$ cat src/rtl/core/rrts_pkg.sv
// Constants and codes of the round-robin task scheduler.
package rrts_pkg;
  localparam int Tasks = 16;
  localparam int IdxW  = $clog2(Tasks);
  localparam int CntW  = $clog2(Tasks + 1);
  localparam int TickW = 16;

  localparam logic [15:0] SliceReset = 16'd200;

  localparam logic [2:0] FuncTick   = 3'd0;
  localparam logic [2:0] FuncCreate = 3'd1;
  localparam logic [2:0] FuncFork   = 3'd2;
  localparam logic [2:0] FuncSleep  = 3'd3;
  localparam logic [2:0] FuncExit   = 3'd4;

  localparam logic [1:0] StatOk     = 2'd0;
  localparam logic [1:0] StatNoSlot = 2'd1;
  localparam logic [1:0] StatIdle   = 2'd2;
  localparam logic [1:0] StatBad    = 2'd3;
endpackage

$ cat src/rtl/core/round_robin_task_scheduler_unit.sv
// Round-robin task scheduler: list state and its sequencer.
//
// Usage: one request enters on the s_axis channel (func in tdata[2:0],
// sleep_ticks in tdata[18:3]) and produces exactly one response on the
// m_axis channel (running_task in tdata[3:0], new_task in tdata[7:4],
// status_code in tdata[9:8]). The time slice register is written over the
// cfg channel, which is always ready; the user must write it only while the
// block has no request in flight, and the block itself does not enforce this.
// Timing: a small sequencer handles one list update per cycle, except
// while it waits for the output register to free, through one shared
// decrement and link write path. A tick decrements the runner's slice and
// moves the runner to the ready tail when it runs out; otherwise it walks
// the sleep list and moves each sleeper that wakes to the ready tail.
// Create and fork scan upward from slot 1 for a free slot. The input is
// ready again as the response appears.
// The response sits in an output register, so a new request is taken while
// the previous response still waits; a stalled receiver only holds back the
// end of the following request. Reset leaves the idle task running alone,
// all other slots free and the time slice at 200.
module round_robin_task_scheduler_unit
  import rrts_pkg::*;
(
  input  logic        clk_i,
  input  logic        rst_ni,
  input  logic        cfg_valid_i,
  output logic        cfg_ready_o,
  input  logic [15:0] cfg_data_i,
  input  logic        s_axis_tvalid_i,
  output logic        s_axis_tready_o,
  input  logic [23:0] s_axis_tdata_i,  // func [2:0], sleep_ticks [18:3], zeros
  output logic        m_axis_tvalid_o,
  input  logic        m_axis_tready_i,
  output logic [15:0] m_axis_tdata_o   // running_task [3:0], new_task [7:4],
                                       // status_code [9:8], zeros
);
  localparam logic [3:0] SIdle   = 4'd0;
  localparam logic [3:0] STick   = 4'd1;
  localparam logic [3:0] SRmRun  = 4'd2;
  localparam logic [3:0] SAppend = 4'd3;
  localparam logic [3:0] SWalk   = 4'd4;
  localparam logic [3:0] SScan   = 4'd5;
  localparam logic [3:0] SMerge  = 4'd6;
  localparam logic [3:0] SFin    = 4'd7;

  logic [3:0] state_q;
  logic [15:0] slice_q;
  logic [Tasks-1:0] used_q;
  logic [TickW-1:0] tk_q [Tasks];
  logic [IdxW-1:0]  nx_q [Tasks];
  logic [IdxW-1:0] run_tail_q, rdy_head_q, rdy_tail_q, slp_head_q, slp_tail_q;
  logic [CntW-1:0] run_cnt_q, rdy_cnt_q, slp_cnt_q, walk_k_q;
  logic [2:0] func_q;
  logic [15:0] sl_q;
  logic [IdxW-1:0] runner_q, cur_q, prev_q, app_task_q, scan_q, newt_q;
  logic has_prev_q, idle_q, app_ready_q;
  logic [3:0] ret_q;
  logic [1:0] status_q;
  logic out_valid_q;
  logic [15:0] out_data_q;

  // Shared decrement for the runner and the sleepers.
  logic [IdxW-1:0] dec_idx;
  logic [TickW-1:0] dec_val;
  logic accept, out_free;

  assign dec_idx = (state_q == STick) ? runner_q : cur_q;
  assign dec_val = tk_q[dec_idx] - 1'b1;
  assign accept = s_axis_tvalid_i && s_axis_tready_o;
  assign out_free = !out_valid_q || m_axis_tready_i;

  assign cfg_ready_o = 1'b1;
  assign s_axis_tready_o = (state_q == SIdle);
  assign m_axis_tvalid_o = out_valid_q;
  assign m_axis_tdata_o = out_data_q;

  always_ff @(posedge clk_i or negedge rst_ni) begin
    if (!rst_ni) begin
      state_q <= SIdle;
      slice_q <= SliceReset;
      used_q <= Tasks'(1);
      for (int i = 0; i < Tasks; i++) begin
        tk_q[i] <= '0;
        nx_q[i] <= '0;
      end
      run_tail_q <= '0;
      rdy_head_q <= '0;
      rdy_tail_q <= '0;
      slp_head_q <= '0;
      slp_tail_q <= '0;
      run_cnt_q <= CntW'(1);
      rdy_cnt_q <= '0;
      slp_cnt_q <= '0;
      walk_k_q <= '0;
      func_q <= '0;
      sl_q <= '0;
      runner_q <= '0;
      cur_q <= '0;
      prev_q <= '0;
      app_task_q <= '0;
      scan_q <= '0;
      newt_q <= '0;
      has_prev_q <= 1'b0;
      idle_q <= 1'b1;
      app_ready_q <= 1'b0;
      ret_q <= SIdle;
      status_q <= StatOk;
      out_valid_q <= 1'b0;
      out_data_q <= '0;
    end else begin
      if (cfg_valid_i) begin
        slice_q <= cfg_data_i;
      end
      // The final state loads the next response itself.
      if (out_valid_q && m_axis_tready_i && state_q != SFin) begin
        out_valid_q <= 1'b0;
      end
      unique case (state_q)
        SIdle: begin
          if (accept) begin
            func_q <= s_axis_tdata_i[2:0];
            sl_q <= s_axis_tdata_i[18:3];
            idle_q <= (run_cnt_q <= CntW'(1));
            runner_q <= (run_cnt_q > CntW'(1)) ? nx_q[0] : '0;
            newt_q <= '0;
            status_q <= StatOk;
            scan_q <= IdxW'(1);
            if (s_axis_tdata_i[2:0] == FuncTick) begin
              state_q <= STick;
            end else if (s_axis_tdata_i[2:0] == FuncCreate) begin
              state_q <= SScan;
            end else if (s_axis_tdata_i[2:0] == FuncFork ||
                         s_axis_tdata_i[2:0] == FuncSleep ||
                         s_axis_tdata_i[2:0] == FuncExit) begin
              // These act on the runner and are refused while idle runs.
              if (run_cnt_q <= CntW'(1)) begin
                status_q <= StatIdle;
                state_q <= SMerge;
              end else if (s_axis_tdata_i[2:0] == FuncFork) begin
                state_q <= SScan;
              end else begin
                state_q <= SRmRun;
              end
            end else begin
              state_q <= SMerge;
            end
          end
        end
        STick: begin
          if (!idle_q && dec_val == '0) begin
            // Slice used up: the runner goes to the ready tail.
            tk_q[runner_q] <= dec_val;
            state_q <= SRmRun;
          end else begin
            if (!idle_q) begin
              tk_q[runner_q] <= dec_val;
            end
            cur_q <= slp_head_q;
            has_prev_q <= 1'b0;
            walk_k_q <= slp_cnt_q;
            state_q <= SWalk;
          end
        end
        SRmRun: begin
          nx_q[0] <= nx_q[runner_q];
          if (run_tail_q == runner_q) begin
            run_tail_q <= '0;
          end
          run_cnt_q <= run_cnt_q - 1'b1;
          app_task_q <= runner_q;
          ret_q <= SMerge;
          if (func_q == FuncExit) begin
            tk_q[runner_q] <= '0;
            used_q[runner_q] <= 1'b0;
            state_q <= SMerge;
          end else if (func_q == FuncSleep) begin
            tk_q[runner_q] <= (sl_q == '0) ? TickW'(1) : sl_q;
            app_ready_q <= 1'b0;
            state_q <= SAppend;
          end else begin
            app_ready_q <= 1'b1;
            state_q <= SAppend;
          end
        end
        SAppend: begin
          if (app_ready_q) begin
            if (rdy_cnt_q == '0) begin
              rdy_head_q <= app_task_q;
            end else begin
              nx_q[rdy_tail_q] <= app_task_q;
            end
            rdy_tail_q <= app_task_q;
            rdy_cnt_q <= rdy_cnt_q + 1'b1;
            tk_q[app_task_q] <= slice_q;
          end else begin
            if (slp_cnt_q == '0) begin
              slp_head_q <= app_task_q;
            end else begin
              nx_q[slp_tail_q] <= app_task_q;
            end
            slp_tail_q <= app_task_q;
            slp_cnt_q <= slp_cnt_q + 1'b1;
          end
          state_q <= ret_q;
        end
        SWalk: begin
          if (walk_k_q == '0) begin
            state_q <= SMerge;
          end else begin
            walk_k_q <= walk_k_q - 1'b1;
            cur_q <= nx_q[cur_q];
            if (dec_val != '0) begin
              tk_q[cur_q] <= dec_val;
              prev_q <= cur_q;
              has_prev_q <= 1'b1;
            end else begin
              // Wake up: unlink from the sleep list, then join the ready tail.
              if (has_prev_q) begin
                nx_q[prev_q] <= nx_q[cur_q];
              end else begin
                slp_head_q <= nx_q[cur_q];
              end
              if (slp_tail_q == cur_q) begin
                slp_tail_q <= has_prev_q ? prev_q : '0;
              end
              slp_cnt_q <= slp_cnt_q - 1'b1;
              app_task_q <= cur_q;
              app_ready_q <= 1'b1;
              ret_q <= SWalk;
              state_q <= SAppend;
            end
          end
        end
        SScan: begin
          if (!used_q[scan_q]) begin
            nx_q[run_tail_q] <= scan_q;
            run_tail_q <= scan_q;
            run_cnt_q <= run_cnt_q + 1'b1;
            used_q[scan_q] <= 1'b1;
            tk_q[scan_q] <= (func_q == FuncCreate) ? slice_q : tk_q[runner_q];
            newt_q <= scan_q;
            state_q <= SMerge;
          end else if (scan_q == IdxW'(Tasks - 1)) begin
            status_q <= StatNoSlot;
            state_q <= SMerge;
          end else begin
            scan_q <= scan_q + 1'b1;
          end
        end
        SMerge: begin
          // Only the idle task left to run: the ready list moves over whole.
          if (run_cnt_q == CntW'(1) && rdy_cnt_q != '0) begin
            nx_q[0] <= rdy_head_q;
            run_tail_q <= rdy_tail_q;
            run_cnt_q <= run_cnt_q + rdy_cnt_q;
            rdy_cnt_q <= '0;
            rdy_head_q <= '0;
            rdy_tail_q <= '0;
          end
          state_q <= SFin;
        end
        SFin: begin
          if (out_free) begin
            out_valid_q <= 1'b1;
            out_data_q <= {6'd0, status_q, 4'(newt_q),
                           (run_cnt_q > CntW'(1)) ? 4'(nx_q[0]) : 4'd0};
            state_q <= SIdle;
          end
        end
        default: begin
          state_q <= SIdle;
        end
      endcase
    end
  end
endmodule

$ cat config.mk
export PLATFORM = sky130hd
export DESIGN_NAME = round_robin_task_scheduler_unit
export DESIGN_NICKNAME = d
export VERILOG_FILES = /design/src/rtl/core/rrts_pkg.sv /design/src/rtl/core/round_robin_task_scheduler_unit.sv
export SDC_FILE = /design/constraint.sdc
export NUM_CORES = 2
export LEC_CHECK = 0
export BUFFER_PORTS_ARGS = -buffer_cell sky130_fd_sc_hd__buf_2
export CAP_MARGIN = 20
export CORE_MARGIN = 10
export CORE_UTILIZATION = 65
export CTS_CLUSTER_SIZE = 10
export DETAILED_ROUTE_END_ITERATION = 6
export GPL_TIMING_DRIVEN = 1
export PLACE_DENSITY = 0.78
export SLEW_MARGIN = 20
export SYNTH_ARGS = -nofsm -noshare
export SYNTH_HDL_FRONTEND = slang
export SYNTH_SLANG_ARGS = --single-unit
export TNS_END_PERCENT = 100
$ cat constraint.sdc
create_clock -name clk_i -period 7.3 [get_ports clk_i]
set_input_delay 0.365 -clock clk_i [delete_from_list [all_inputs] [get_ports clk_i]]
set_output_delay 0.365 -clock clk_i [all_outputs]
set_load 0.03 [all_outputs]
==> impl_metrics.csv <==
group,metric,value,unit
min_path,holdPathStages,3,
route,drt-vias-per-instance,7.957,
finish,n_fill_cell,5476,
timing,period_minus_slack,6.789,ns
route,wl_per_cell,31.59,microns
floorplan,die_w,281.9,microns
power,swShare,0.5989,
grt,grt_max_degree,200,
placed_design,dp_hpwl,130.0,mm
route,routed_wl,199.2,mm
timing,tns,0,ns
finish,final_cell_mix,"a21oi_1 (655), nor2_1 (624), nand2_1 (565), o21ai_0 (512), dfrtp_1 (444)",
timing,worstMarginPinSlew,1.644,ns
yosys,synth_top_cell_area_share,0.2527,
critical_path,r2r_cells,19,
min_path,min_to,"m_axis_tvalid_o$_DFF_PN0_",
clock_tree,clk_pin_slew_worst_paths,0.06,ns
finish,drive_gt1_frac,0.1423,
grt,grt_pass1_wl,292.2,mm
yosys,netlist_area,0.04457,sq mm
critical_path,required,7.83,ns
timing,clock-skew-final,0.02122,ns
timing,setup_violations,0,
floorplan,num_rows,95,
floorplan,pin_count,64,
power,netSwitchingPower,0.01361,W
route,ant_nets,0,
grt,grt-ovfl-total,0,
critical_path,crit_chain,"buf_4 > nor3b_4 > buf_4 > buf_4 > o21ai_4 > mux2i_1 > o221ai_1 > and2_1 > inv_1 > ha_1 > nor3b_1 > nand2_1 > nor3_1 > xor2_2 > and2_1 > a41oi_4 > buf_12 > nand2_2 > mux2_1",
timing,slew_violations,101,
power,p_int,0.009117,W
placed_design,io_buffers,51,
yosys,synth-main-ff-cell,"dfrtp_1",
power,pwr-share-clk,0.123,
critical_path,cp_common_cell,"buf_4",
critical_path,regToRegStartpoint,"state_q[1]$_DFFE_PN0P_",
route,vias,50172,
clock_tree,cts_buffers,56,
timing,hold_viol,0,
critical_path,critPathArrivalTime,7.31,ns
min_path,hold_start,"m_axis_tready_i",
grt,grt_antenna_before_repair,6,
yosys,synth_top_cell_by_area,"dfrtp_1",
grt,grt_usage,0.4807,
yosys,synthCells,5644,
timing,rsz0062_at_grt,"false",
critical_path,end_kind,"flip-flop",
finish,area_delta_synth_final,6.611,%
clock_tree,h-tree-depth,2,
critical_path,start_kind,"flip-flop",
clock_tree,cts_tree,"yes",
placed_design,place_worst_setup_slack,0.9933,ns
power,power_leakage,16.96,nW
clock_tree,clockBufferDepth,3,
yosys,ys_types,93,
yosys,avgSynthCellArea,7.897,sq um
grt,grt_pass1_vias,46104,
yosys,ys_seq_elements,456,
route,first_pass_iters,7,
timing,slew_headroom,-0.09570,
critical_path,cp_slowest_cell,"nor3_1",
outcome,status,"finished with violations",
yosys,synth_area_leaders,"dfrtp_1 (25%), mux2i_1 (10%), a21oi_1 (7.4%), mux4_2 (5.8%), o21ai_0 (5.7%)",
clock_tree,clock-sinks,456,
finish,layout.cells.most_common,"a21oi_1",
floorplan,start_util,0.6602,
outcome,violations,"DRC, slew limit",
job,drv_cap,0,
placed_design,gp_congestion,1.062,
yosys,async_flop_share,1.000,
placed_design,placed_cell_area,0.04539,sq mm
yosys,synth_edf_count,0,
critical_path,slowest_delay,0.53,ns
floorplan,design.core.area,0.06751,sq mm
floorplan,dieArea,0.07944,sq mm
min_path,hold_class,"primary input to flip-flop",
critical_path,cp_max_fo,34,
clock_tree,cts_root_buf,"clkbuf_16",
yosys,yosysSeqAreaShare,0.2562,
yosys,synth_warnings,0,
power,p_per_area,478.4,mW/mm^2
timing,post-route-period-util,0.9300,
timing,setup_ws,0.5111,ns
route,drt_iter0_markers,10537,
clock_tree,post_cts_buffers,0,
critical_path,path_class,"flip-flop to flip-flop",
finish,fin_area,0.04752,sq mm
critical_path,r2r_slack,0.51,ns
power,seqPwrFrac,0.186,
power,pwr-share-comb,0.690,
clock_tree,insertion_delay,0.66,ns
finish,num-nets-final,5453,
finish,fin_util,0.7038,
timing,fmax,0.1473,GHz
floorplan,die_height,281.9,microns
power,ir_worst_vdd,0.6712,mV
route,drc,97,
per-layer routing:
metal | up-vias | GRT usage | part of all wire
met3 | 1199 | 0.2190 | 0.19
met4 | 6 | 0.2690 | 0.068
li1 | 20644 | - | -
met2 | 5052 | 0.6514 | 0.39
met1 | 23271 | 0.6236 | 0.35
met5 | - | 0.0006246 | 0.00016
kinds of logic (layout without fill, tap and decap cells):
family	after synthesis	after routing	share of synthesized area
buffers and inverters	683	459	0.06201
flip-flops	456	456	0.2562
XOR/XNOR	36	36	0.007074
multiplexers	831	831	0.2328
other	2	14	0.0001685
adder cells (fa/ha/maj)	20	20	0.005952
AND/OR/NAND/NOR	1546	1546	0.1485
AO/OA/AOI/OAI	2070	2070	0.2874
cell type report:
class | instances | area (sq um) | area share
flip-flops and latches | 456 | 11430 | 0.2406
diodes | 7 | 17.52 | 0.0003686
clock buffers | 85 | 1580 | 0.03326
clock inverters | 10 | 132.6 | 0.002791
repair buffers | 273 | 2135 | 0.04492
multi-input cells | 4510 | 30780 | 0.6479
well taps | 873 | 1092 | 0.02299
inverters | 91 | 341.6 | 0.007189
power by group through the flow:
stage | clock network [W] | registers, W | logic [W]
floorplan | 0 | 0.00370 | 0.00939
global placement | 0 | 0.00411 | 0.0142
detailed placement | 0 | 0.00415 | 0.0144
CTS | 0.00277 | 0.00412 | 0.0145
global route | 0.00287 | 0.00425 | 0.0159
finish | 0.00280 | 0.00424 | 0.0157
stage by stage:
stage                     instances  total power, W  hold WS (ns)
after detailed placement       6169         0.01855        0.4543
after floorplan                5649         0.01310       0.06941
after global routing           6299         0.02299      0.003542
final                          6305         0.02273      0.004082
after global placement         6168         0.01828        0.4563
after CTS                      6295         0.02135     0.0003166
how the worst max path moves through the flow:
stage,end,startpoint
global placement,flip-flop,state_q[1]$_DFFE_PN0P_
floorplan,flip-flop,runner_q[0]$_DFFE_PN0P_
global route,flip-flop,state_q[1]$_DFFE_PN0P_
CTS,flip-flop,state_q[1]$_DFFE_PN0P_
finish,flip-flop,state_q[1]$_DFFE_PN0P_
detailed placement,flip-flop,state_q[1]$_DFFE_PN0P_
worst max-delay path: cells and delay by family, from the launching register on:
family / cells / cell delay [ns]
and+or+nand+nor: 7 / 2.77
AOI/OAI and AO/OA: 3 / 0.60
xor gates and xnor gates: 1 / 0.23
muxes: 2 / 0.87
DFF: 1 / 0.37
buffers and inverters: 5 / 1.47
adders and majority gates: 1 / 0.28
Yosys cell counts, types with 9 or more instances:
cell type and n:
buf_6 14, buf_4 15, mux4_2 115, mux2i_1 450, a32o_1 17, o211ai_1 15
and2_1 23, nand2_4 10, buf_2 22, xor2_1 10, buf_1 55, nor3b_1 10
or3_1 9, a221oi_1 166, a311oi_1 12, mux2_4 70, nor2_1 634, a211oi_1 20
nand3_1 97, nor4_1 10, o221a_2 15, a21oi_1 656, mux2_1 50, inv_1 88
nor3_1 48, o22ai_1 365, a31oi_1 22, and3_1 19, o221ai_1 105, nand3b_1 13
nor2b_1 32, ha_1 18, mux2_2 144, clkbuf_1 485, a222oi_1 19, o2bb2ai_1 35
xnor2_1 26, dfrtp_1 450, o21ai_0 512, nand2b_1 26, nand2_1 571, a21o_1 9
a211o_1 9, a22oi_1 25, nand4_1 12
timing repair:
item / in CTS / in global routing
gates resized for setup: 0 / 0
endpoints found under the hold margin: 132 / 1
hold buffers: 31 / 1
Note: power is estimated with default switching activity, not from simulation.
